[config.mk]
export PLATFORM = sky130hd
export DESIGN_NAME = recurrence_byte_checksum_top
export DESIGN_NICKNAME = d
export VERILOG_FILES = /design/src/rbc_pkg.sv /design/src/recurrence_byte_checksum_top.sv /design/src/rbc_in_reg.sv /design/src/rbc_core.sv /design/src/rbc_out_reg.sv
export SDC_FILE = /design/constraint.sdc
export NUM_CORES = 1
export LEC_CHECK = 0
export BUFFER_PORTS_ARGS = -buffer_cell sky130_fd_sc_hd__buf_2
export CELL_PAD_IN_SITES_DETAIL_PLACEMENT = 0
export CELL_PAD_IN_SITES_GLOBAL_PLACEMENT = 2
export CORE_AREA = 5 5 304 157
export CTS_CLUSTER_DIAMETER = 80
export CTS_CLUSTER_SIZE = 40
export DETAILED_ROUTE_END_ITERATION = 6
export DIE_AREA = 0 0 309 162
export GPL_ROUTABILITY_DRIVEN = 0
export PLACE_DENSITY = 0.81
export SLEW_MARGIN = 20
export SYNTH_ARGS = -nofsm -noshare
export SYNTH_HDL_FRONTEND = slang
export SYNTH_SLANG_ARGS = --single-unit
[constraint.sdc]
create_clock -name clk -period 15.6 [get_ports clk]
set_input_delay 1.56 -clock clk [delete_from_list [all_inputs] [get_ports clk]]
set_output_delay 1.56 -clock clk [all_outputs]
set_load 0.1 [all_outputs]
[src/rbc_pkg.sv]
// Shared types, constants and mod-65535 helpers for the recurrence byte checksum.
package rbc_pkg;

  localparam int unsigned BYTE_W = 8;
  localparam int unsigned TERM_W = 16;
  localparam int unsigned PROD_W = 25;  // 9-bit factor times 16-bit term

  localparam logic [TERM_W-1:0] MOD_BASE     = 16'hFFFF;
  localparam logic [TERM_W-1:0] TERM_INIT    = 16'd1;
  localparam logic [BYTE_W-1:0] FIRST_OFFSET = 8'd7;
  localparam logic [BYTE_W-1:0] INDEX_START  = 8'd1;

  typedef struct packed {
    logic [BYTE_W-1:0] byte_value;
    logic              first_byte;
    logic              last_byte;
  } item_t;

  // x mod 65535 using 2^16 == 1: two end-around folds and one conditional subtract.
  function automatic logic [TERM_W-1:0] mod_fold(input logic [PROD_W-1:0] x);
    logic [TERM_W:0] s1;
    logic [TERM_W:0] s2;
    s1 = {8'b0, x[PROD_W-1:TERM_W]} + {1'b0, x[TERM_W-1:0]};
    s2 = {16'b0, s1[TERM_W]} + {1'b0, s1[TERM_W-1:0]};
    if (s2 >= {1'b0, MOD_BASE}) begin
      mod_fold = TERM_W'(s2 - {1'b0, MOD_BASE});
    end else begin
      mod_fold = s2[TERM_W-1:0];
    end
  endfunction

  // Negative difference under 64-bit wrap: (1 - m) mod 65535, m = |diff| mod 65535.
  function automatic logic [TERM_W-1:0] neg_wrap(input logic [TERM_W-1:0] m);
    logic [TERM_W:0] t;
    t = 17'h10000 - {1'b0, m};
    if (m == '0) begin
      neg_wrap = TERM_INIT;
    end else if (t == {1'b0, MOD_BASE}) begin
      neg_wrap = '0;
    end else begin
      neg_wrap = t[TERM_W-1:0];
    end
  endfunction

endpackage

[src/recurrence_byte_checksum_top.sv]
// Top level: recurrence byte checksum over a byte stream.
// Flow: an accepted word waits in the input register; when it advances, the
//   recurrence updates and a last byte's checksum loads into the output register.
// Throughput: one byte per cycle, except while a last byte waits for a stalled output.
// Reset (rst_n low, synchronous): both channels empty, terms = 1, index = 0.
module recurrence_byte_checksum_top (
  input  logic        clk,
  input  logic        rst_n,
  input  logic        in_valid,
  output logic        in_stall,
  input  logic [7:0]  in_byte_value,
  input  logic        in_first_byte,
  input  logic        in_last_byte,
  output logic        out_valid,
  input  logic        out_stall,
  output logic [15:0] out_checksum
);

  logic                       s1_valid;
  rbc_pkg::item_t             s1_item;
  logic                       adv;
  logic                       out_free;
  logic [rbc_pkg::TERM_W-1:0] newer_nxt;

  // a word without a result may advance even while the output is held
  assign adv = s1_valid && (!s1_item.last_byte || out_free);

  rbc_in_reg u_in (
    .clk           (clk),
    .rst_n         (rst_n),
    .in_valid      (in_valid),
    .in_byte_value (in_byte_value),
    .in_first_byte (in_first_byte),
    .in_last_byte  (in_last_byte),
    .in_stall      (in_stall),
    .adv           (adv),
    .s1_valid      (s1_valid),
    .s1_item       (s1_item)
  );

  rbc_core u_core (
    .clk       (clk),
    .rst_n     (rst_n),
    .adv       (adv),
    .item      (s1_item),
    .newer_nxt (newer_nxt)
  );

  rbc_out_reg u_out (
    .clk          (clk),
    .rst_n        (rst_n),
    .load         (adv && s1_item.last_byte),
    .value        (newer_nxt),
    .out_free     (out_free),
    .out_valid    (out_valid),
    .out_checksum (out_checksum),
    .out_stall    (out_stall)
  );

endmodule

[src/rbc_in_reg.sv]
// Input register stage: holds one accepted word for the recurrence stage.
module rbc_in_reg (
  input  logic                   clk,
  input  logic                   rst_n,
  input  logic                   in_valid,
  input  logic [7:0]             in_byte_value,
  input  logic                   in_first_byte,
  input  logic                   in_last_byte,
  output logic                   in_stall,
  input  logic                   adv,
  output logic                   s1_valid,
  output rbc_pkg::item_t         s1_item
);

  logic           s1_valid_r, s1_valid_nxt;
  rbc_pkg::item_t s1_item_r;
  logic           take;

  assign in_stall = s1_valid_r && !adv;
  assign take     = in_valid && !in_stall;

  always_comb begin
    s1_valid_nxt = s1_valid_r;
    if (take) begin
      s1_valid_nxt = 1'b1;
    end else if (adv) begin
      s1_valid_nxt = 1'b0;
    end
  end

  always_ff @(posedge clk) begin
    if (!rst_n) begin
      s1_valid_r <= 1'b0;
    end else begin
      s1_valid_r <= s1_valid_nxt;
    end
  end

  always_ff @(posedge clk) begin
    if (take) begin
      s1_item_r.byte_value <= in_byte_value;
      s1_item_r.first_byte <= in_first_byte;
      s1_item_r.last_byte  <= in_last_byte;
    end
  end

  assign s1_valid = s1_valid_r;
  assign s1_item  = s1_item_r;

  a_stall_needs_word: assert property (@(posedge clk) disable iff (!rst_n)
    in_stall |-> s1_valid_r)
    else $error("stall raised with empty input register");

endmodule

[src/rbc_core.sv]
// Recurrence state and combinational update datapath.
module rbc_core (
  input  logic                       clk,
  input  logic                       rst_n,
  input  logic                       adv,
  input  rbc_pkg::item_t             item,
  output logic [rbc_pkg::TERM_W-1:0] newer_nxt
);

  logic [rbc_pkg::TERM_W-1:0] older_r, older_nxt;
  logic [rbc_pkg::TERM_W-1:0] newer_r;
  logic [rbc_pkg::BYTE_W-1:0] idx_r, idx_nxt;
  logic [rbc_pkg::BYTE_W-1:0] alpha, beta;
  logic [rbc_pkg::BYTE_W:0]   factor;
  logic [rbc_pkg::PROD_W-1:0] prod, sub, diff;
  logic [rbc_pkg::TERM_W-1:0] mag_mod, step_val;
  logic                       neg;

  // 17*i and 31*i mod 256 as shift-add / shift-sub on the 8-bit index
  assign alpha  = idx_r + {idx_r[3:0], 4'b0};
  assign beta   = {idx_r[2:0], 5'b0} - idx_r;
  assign factor = {1'b0, item.byte_value} + {1'b0, alpha};
  assign prod   = rbc_pkg::PROD_W'(factor) * rbc_pkg::PROD_W'(newer_r);
  assign sub    = rbc_pkg::PROD_W'(beta) * rbc_pkg::PROD_W'(older_r);
  assign neg    = sub > prod;
  assign diff   = neg ? (sub - prod) : (prod - sub);
  assign mag_mod = rbc_pkg::mod_fold(diff);
  assign step_val = neg ? rbc_pkg::neg_wrap(mag_mod) : mag_mod;

  always_comb begin
    if (item.first_byte) begin
      older_nxt = rbc_pkg::TERM_INIT;
      newer_nxt = {8'b0, item.byte_value} + {8'b0, rbc_pkg::FIRST_OFFSET};
      idx_nxt   = rbc_pkg::INDEX_START;
    end else begin
      older_nxt = newer_r;
      newer_nxt = step_val;
      idx_nxt   = idx_r + 8'd1;
    end
  end

  always_ff @(posedge clk) begin
    if (!rst_n) begin
      older_r <= rbc_pkg::TERM_INIT;
      newer_r <= rbc_pkg::TERM_INIT;
      idx_r   <= '0;
    end else if (adv) begin
      older_r <= older_nxt;
      newer_r <= newer_nxt;
      idx_r   <= idx_nxt;
    end
  end

  a_restart_index: assert property (@(posedge clk) disable iff (!rst_n)
    (adv && item.first_byte) |=>
      (idx_r == rbc_pkg::INDEX_START && older_r == rbc_pkg::TERM_INIT))
    else $error("restart did not reload index and older term");

  a_index_step: assert property (@(posedge clk) disable iff (!rst_n)
    (adv && !item.first_byte) |=> (idx_r == 8'($past(idx_r) + 8'd1)))
    else $error("index did not advance by one");

  a_terms_reduced: assert property (@(posedge clk) disable iff (!rst_n)
    (newer_r != rbc_pkg::MOD_BASE) && (older_r != rbc_pkg::MOD_BASE))
    else $error("recurrence term not reduced mod 65535");

endmodule

[src/rbc_out_reg.sv]
// Output register: holds a checksum word until the consumer takes it.
module rbc_out_reg (
  input  logic                       clk,
  input  logic                       rst_n,
  input  logic                       load,
  input  logic [rbc_pkg::TERM_W-1:0] value,
  output logic                       out_free,
  output logic                       out_valid,
  output logic [15:0]                out_checksum,
  input  logic                       out_stall
);

  logic                       out_valid_r, out_valid_nxt;
  logic [rbc_pkg::TERM_W-1:0] checksum_r;

  assign out_free = !out_valid_r || !out_stall;

  always_comb begin
    out_valid_nxt = out_valid_r;
    if (load) begin
      out_valid_nxt = 1'b1;
    end else if (!out_stall) begin
      out_valid_nxt = 1'b0;
    end
  end

  always_ff @(posedge clk) begin
    if (!rst_n) begin
      out_valid_r <= 1'b0;
    end else begin
      out_valid_r <= out_valid_nxt;
    end
  end

  always_ff @(posedge clk) begin
    if (load) begin
      checksum_r <= value;
    end
  end

  assign out_valid    = out_valid_r;
  assign out_checksum = checksum_r;

  a_no_overwrite: assert property (@(posedge clk) disable iff (!rst_n)
    load |-> out_free)
    else $error("checksum register overwritten while held");

endmodule
# --- Yosys cells after proc, flatten, opt, wreduce, memory -nomap -nowiden ---
# Index checks and enable logic that the tools add are counted.
op_classes:
  n_addsub: 11
  n_mul: 2
  n_eq_ne: 2
  n_reduce_logical: 13
  n_mux: 12
  n_lt_le_gt_ge: 2
ops:
  columns: ["operator", "count"]
  rows:
  - ["16-bit two-way mux", 6]
  - ["24-bit by 25-bit greater-than comparator with 1-bit output", 1]
  - ["9-bit by 16-bit multiplier with 25-bit output", 1]
  - ["25-bit two-way mux", 1]
  - ["24-bit by 25-bit subtractor with 25-bit output", 1]
  - ["25-bit by 24-bit subtractor with 25-bit output", 1]
  - ["8-bit by 16-bit multiplier with 24-bit output", 1]
  - ["1-bit by 16-bit adder with 17-bit output", 1]
  - ["9-bit by 16-bit adder with 17-bit output", 1]
  - ["17-bit by 16-bit equality test with 1-bit output, second input constant", 1]
  - ["17-bit by 16-bit >= comparator with 1-bit output, second input constant", 1]
  - ["17-bit by 16-bit subtractor with 17-bit output, first input constant", 1]
  - ["16-bit zero test", 1]
  - ["16-bit subtractor, second input constant", 1]
  - ["8-bit by 3-bit adder with 9-bit output, second input constant", 1]
  - ["8-bit by 8-bit adder with 9-bit output", 1]
  - ["8-bit by 1-bit adder with 8-bit output, second input constant", 1]
  - ["8-bit adder", 1]
  - ["8-bit two-way mux", 1]
  - ["8-bit subtractor", 1]
  - ["1-bit zero test", 5]
  - ["1-bit logical AND", 4]
  - ["1-bit two-way mux", 4]
  - ["1-bit logical OR", 2]
  - ["2 further kinds", 2]
totals:
  wordCells: 51
  output_inout_bits: 18
  input_bits: 14
  register_bits: 68

# --- Depth between registers and ports, before layout ---
depth:
  depth_word: 15
  depth_mapped: 80

# --- Cells and area by module ---
# Synthesis repeated with hierarchy kept, for this count alone.
unflattened:
  hier_cells: 2008
  area_unflattened_um2: 16324.4
by_module_without_submodules:
  columns: ["module", "seq_area_each_um2", "cells_each", "instances", "area_each_um2"]
  rows:
  - ["rbc_core", 800.8, 1971, 1, 15442.3]
  - ["rbc_out_reg", 500.5, 20, 1, 515.5]
  - ["rbc_in_reg", 320.3, 14, 1, 347.8]
  - ["recurrence_byte_checksum_top", 0.0, 3, 1, 18.8]

# --- Worst setup path after synthesis ---
# OpenSTA, ideal clock, no wires.
synth_path:
  path_type: "flip-flop to flip-flop"
  from: "register u_core.idx_r[1] in the netlist's numbering"
  to: "register u_out.checksum_r (netlist bit u_out.out_checksum[4]), data pin"
  t_arrival_ns: 15.866
  n_path_buf: 6
  setup_slack_ns: -0.523
  t_required_ns: 15.344
  stages_incl_launch_ff: 75
  period_less_slack_ns: 16.123
  cell_sequence: "dfxtp_1 > ha_1 > a21o_1 > a21oi_1 > o21bai_1 > a21oi_1 > o21bai_1 > a21oi_1 > xnor2_1 > clkbuf_1 > nand2_1 > fa_1 > fa_1 > fa_1 > inv_1 > fa_1 > ha_1 > a21oi_1 > (+39 left out) > nand2_1 > o21ai_0 > mux2i_1 > or4b_4 > a31o_4 > a21o_1 > a21o_1 > mux2i_1 > ha_1 > clkbuf_1 > o21ai_1 > mux2_4 > nor4b_2 > nand4_1 > buf_4 > buf_4 > a21oi_1 > inv_1"
synth_via:
  elab_chain_cells: 15
  word_cells_on_any_way: 21
  cone_classes: "add/sub (9); mul (2); order compare (2); eq/ne (1); mux (6); reduce/logical (1)"
synth_rtl:
  columns: ["item", "line", "rtl"]
  rows:
  - ["start: declaration", "rbc_core.sv:12", "logic [rbc_pkg::BYTE_W-1:0] idx_r, idx_nxt;"]
  - ["start signal: assignment", "rbc_core.sv:50", "idx_r <= idx_nxt;"]
  - ["8-bit adder", "rbc_core.sv:20", "assign alpha = idx_r + {idx_r[3:0], 4'b0};"]
  - ["8-bit by 8-bit adder with 9-bit output", "rbc_core.sv:22", "assign factor = {1'b0, item.byte_value} + {1'b0, alpha};"]
  - ["9-bit by 16-bit multiplier with 25-bit output", "rbc_core.sv:23", "assign prod = rbc_pkg::PROD_W'(factor) * rbc_pkg::PROD_W'(newer_r);"]
  - ["25-bit by 24-bit subtractor with 25-bit output (tied with other cells)", "rbc_core.sv:26", "assign diff = neg ? (sub - prod) : (prod - sub);"]
  - ["25-bit two-way mux", "rbc_core.sv:26", null]
  - ["9-bit by 16-bit adder with 17-bit output", "rbc_pkg.sv:23", "s1 = {8'b0, x[PROD_W-1:TERM_W]} + {1'b0, x[TERM_W-1:0]};"]
  - ["1-bit by 16-bit adder with 17-bit output", "rbc_pkg.sv:24", "s2 = {16'b0, s1[TERM_W]} + {1'b0, s1[TERM_W-1:0]};"]
  - ["16-bit subtractor / 17-bit by 16-bit >= comparator with 1-bit output (equally long branches)", "rbc_pkg.sv:26, rbc_pkg.sv:25", null]
  - ["16-bit two-way mux", "rbc_pkg.sv:25", "if (s2 >= {1'b0, MOD_BASE}) begin"]
  - ["17-bit by 16-bit subtractor with 17-bit output", "rbc_pkg.sv:35", "t = 17'h10000 - {1'b0, m};"]
  - ["17-bit by 16-bit equality test with 1-bit output", "rbc_pkg.sv:38", "end else if (t == {1'b0, MOD_BASE}) begin"]
  - ["16-bit two-way mux", "rbc_pkg.sv:38", null]
  - ["16-bit two-way mux", "rbc_pkg.sv:36", "if (m == '0) begin"]
  - ["16-bit two-way mux (*)", "rbc_core.sv:28", "assign step_val = neg ? rbc_pkg::neg_wrap(mag_mod) : mag_mod;"]
  - ["16-bit two-way mux (*)", "rbc_core.sv:31", "if (item.first_byte) begin"]
  - ["net newer_nxt, one bit", "recurrence_byte_checksum_top.sv:23", "logic [rbc_pkg::TERM_W-1:0] newer_nxt;"]
  - ["end signal: assignment", "rbc_out_reg.sv:37", "checksum_r <= value;"]
  - ["end: declaration", "rbc_out_reg.sv:14", "logic [rbc_pkg::TERM_W-1:0] checksum_r;"]
# The timed path passes the listed nets; every way through them passes the cells marked *.
# A chain may end at the register's enable or synchronous reset.

# --- Worst setup path in the final report ---
layout_path:
  from: "register u_in.s1_item_r (netlist bit u_in.s1_item[3])"
  to: "register u_out.checksum_r (netlist bit u_out.out_checksum[1]), data pin"
layout_via:
  elab_chain_cells: 14
  word_cells_on_any_way: 19
  cone_classes: "add/sub (8); mul (1); order compare (2); eq/ne (1); mux (6); reduce/logical (1)"
layout_rtl:
  columns: ["item", "line", "rtl"]
  rows:
  - ["start: declaration", "rbc_in_reg.sv:16", "rbc_pkg::item_t s1_item_r;"]
  - ["8-bit by 8-bit adder with 9-bit output", "rbc_core.sv:22", null]
  - ["9-bit by 16-bit multiplier with 25-bit output", "rbc_core.sv:23", null]
  - ["25-bit by 24-bit subtractor with 25-bit output (tied with other cells)", "rbc_core.sv:26", null]
  - ["25-bit two-way mux", "rbc_core.sv:26", null]
  - ["9-bit by 16-bit adder with 17-bit output", "rbc_pkg.sv:23", null]
  - ["1-bit by 16-bit adder with 17-bit output", "rbc_pkg.sv:24", null]
  - ["16-bit subtractor / 17-bit by 16-bit >= comparator with 1-bit output (equally long branches)", "rbc_pkg.sv:26, rbc_pkg.sv:25", null]
  - ["16-bit two-way mux", "rbc_pkg.sv:25", null]
  - ["17-bit by 16-bit subtractor with 17-bit output", "rbc_pkg.sv:35", null]
  - ["17-bit by 16-bit equality test with 1-bit output", "rbc_pkg.sv:38", null]
  - ["16-bit two-way mux", "rbc_pkg.sv:38", null]
  - ["16-bit two-way mux", "rbc_pkg.sv:36", null]
  - ["16-bit two-way mux", "rbc_core.sv:28", null]
  - ["16-bit two-way mux (*)", "rbc_core.sv:31", null]
  - ["net newer_nxt, one bit", "recurrence_byte_checksum_top.sv:23", null]
# Marked as above.

==> impl_metrics.toml <==
[floorplan]
die_area_mm2 = 0.0501
coreArea_mm2 = 0.0447
die_w_um = 309
ios = 32
rows = 55
start_util = 0.367
fp.dieH_um = 162

[critical_path]
reg2regPathDepth = 70
r2r-end = "u_out.out_checksum[1]$_DFFE_PP_"
r2r_start = "u_in.s1_item[3]$_DFFE_PP_"
endpoint_kind = "register"
worst-r2r-setup-slack_ps = 480
worstPathArrival_ps = 15220
crit_slowest_cell = "fa_1"
critPathMaxStageDelay_ps = 590
required_ps = 15700
critPathBufInv = 9
start_kind = "register"
crit_path_max_fanout = 14
crit_family = "compound AO/OA/AOI/OAI gates"
path_class = "reg2reg"

[logic_synthesis]
yosys-top-cells-area = "fa_1 (23%), ha_1 (13%), inv_1 (7.2%)"
ys_top_cells_by_count = "inv_1 (314), nand2_1 (248), fa_1 (188)"
syn-instance-count = 2039
syn_area_mm2 = 0.0164
synth_flop_cell = "dfxtp_1"
yosys_warnings = 0
synth.distinct_cells = 94
yosys_register_bits = 68
yosysTopAreaCell = "fa_1"
syn-mean-instance-area_um2 = 8.03
synth_edf_count = 26
seq_area_frac_synth = 0.0990
async_reset_ff_frac = 0
synth.top_cell.area_share = 0.230
syn-num-nets = 2408
synth.most_common_cell = "inv_1"

[worst_hold_path]
min_from = "u_core.idx_r[0]$_SDFFE_PN0P_"
hold_end = "u_core.idx_r[0]$_SDFFE_PN0P_"
hold_class = "reg2reg"
min_path_cells = 1

[timing]
worst_clock_skew_ps = 8.71
setup_viol = 0
post-route-min-period_ps = 15120
worst_pin_slew_ps = 1290
hold_violations = 0
clock.fmax_mhz = 66.1
slew_violations = 0
relSlewSlack = 0.134
period_share = 0.969

[job]
max_cap_viol_count = 0

[run_status]
status = "finished, final reports clean"

[cells_and_area]
syn_to_final_growth_pct = 13.8
multi_input_comb_area_mm2 = 0.0136
regArea_mm2 = 0.00163
nFillCells = 4520
drive_gt1_frac = 0.132
final_cell_area_mm2 = 0.0186
final_nets = 2484

[grt]
grt_overflow = 0
grt_max_degree = 39
grt_pass1_wl_um = 84500
antenna_found_initial = 1
grt_usage = 0.218
first_global_vias = 13900

[place]
dpl_cell_area_mm2 = 0.0178
hpwl_um = 46700
io_buffers = 31

[clock_network]
cts.path.max_buffers = 2
path_clk_slew_ps = 60
tritoncts = "built"
root_buffer = "clkbuf_16"
cts_buffers = 9
insertion_delay_ps = 350
hold_buffers = 0
cts_sinks = 68
htreeDepth = 3

[detailed_routing]
viasPerCell = 5.42
postRouteAntennaNets = 0
totalWireLength_um = 56300
first_pass_iters = 5
drc = 0
wl_per_cell_um = 20.7
drt-initial-drc-count = 1354
vias = 14700
[registers in the layout (all words and copies together), names as in the netlist]
name and cells:
u_out.out_valid 1, u_core.newer_r 16, u_core.idx_r 8, u_in.s1_valid 1
u_in.s1_item 10, u_core.older_r 16, u_out.out_checksum 16
[worst register-to-register path: cells and delay by family, from the launching register on]
kind | cells | cell delay, ps
compound gates | 24 | 4540
flops | 1 | 410
mux | 2 | 540
fa+ha+maj | 11 | 4080
xor+xnor | 4 | 670
simple gates | 20 | 3420
buf+inv | 9 | 1200
[final cells by class]
| class | count | area share |
|---|---|---|
| antenna | 1 | 0.000134 |
| clock inverter | 5 | 0.00315 |
| clock buffer | 11 | 0.0136 |
| timing repair buffer | 158 | 0.0644 |
| tap | 598 | 0.0401 |
| sequential | 68 | 0.0872 |
| inverter | 315 | 0.0634 |
| multi-input combinational | 1563 | 0.728 |
[how the worst max path moves through the flow]
| stage | from | endpoint | slack (ps) | cells past startpoint |
|---|---|---|---|---|
| 5_1_grt | u_in.s1_item[3]$_DFFE_PP_ | u_out.out_checksum[1]$_DFFE_PP_ | -190 | 68 |
| 4_1_cts | u_in.s1_item[2]$_DFFE_PP_ | u_out.out_checksum[15]$_DFFE_PP_ | 20 | 74 |
| 6_report | u_in.s1_item[3]$_DFFE_PP_ | u_out.out_checksum[1]$_DFFE_PP_ | 480 | 70 |
| 3_5_place_dp | u_in.s1_item[2]$_DFFE_PP_ | u_core.newer_r[0]$_SDFFE_PN1P_ | -120 | 73 |
| 2_1_floorplan | u_core.idx_r[4]$_SDFFE_PN0P_ | u_out.out_checksum[4]$_DFFE_PP_ | 10 | 75 |
| 3_3_place_gp | u_in.s1_item[2]$_DFFE_PP_ | u_core.newer_r[0]$_SDFFE_PN1P_ | 150 | 71 |
[logic make-up (layout without fill, tap and decap cells)]
kind of cell	count (synthesis)	count (layout)	synth area share
other	0	1	0
buffers and inverters	408	489	0.0961
muxes	20	20	0.0132
adders and majority gates	355	355	0.357
AOI/OAI and AO/OA	413	413	0.166
DFF	68	68	0.0990
and+or+nand+nor	653	653	0.202
xor gates and xnor gates	122	122	0.0657
[through the flow]
step / cells / hold WS (ps) / setup TNS [ps] / util / setup slack (ps)
after floorplan: 2039 / 431 / 0 / - / 10.7
after global placement: 2688 / 469 / 0 / 0.399 / 154
after detailed placement: 2688 / 475 / -1260 / 0.399 / -120
after CTS: 2704 / 487 / 0 / 0.407 / 19.0
after global routing: 2718 / 529 / -1960 / 0.417 / -189
final: 2719 / 522 / 0 / 0.417 / 478
[metal layers]
layer	vias up	wire length (µm)	global-route usage
met4	2	456	0.0249
met5	-	75	0.0116
met3	40	6720	0.0850
met1	7219	29800	0.362
met2	619	19300	0.260
li1	6846	-	-
[layout by cell type (no fill, tap or decap), drive strengths merged, types with 21 or more instances in the layout]
cell,count
ha,167
and2,152
nand2,248
o21ai,61
xnor2,77
inv,314
dfxtp,42
fa,188
a31oi,21
nand4,22
a21o,40
a21oi,149
nor3,27
edfxtp,26
buf,156
xor2,45
nor2,81
nand3,38
o21bai,38
[timing repair]
action                                  4_1_cts  5_1_grt
setup buffers                                 0       12
pin swaps                                     1       50
endpoints found under the setup margin       32       32
cloned                                        0        2
gates resized for setup                       6       68
Power is not shown: default switching activity piles up to over one toggle a cycle in this logic, so the estimate is an artifact.
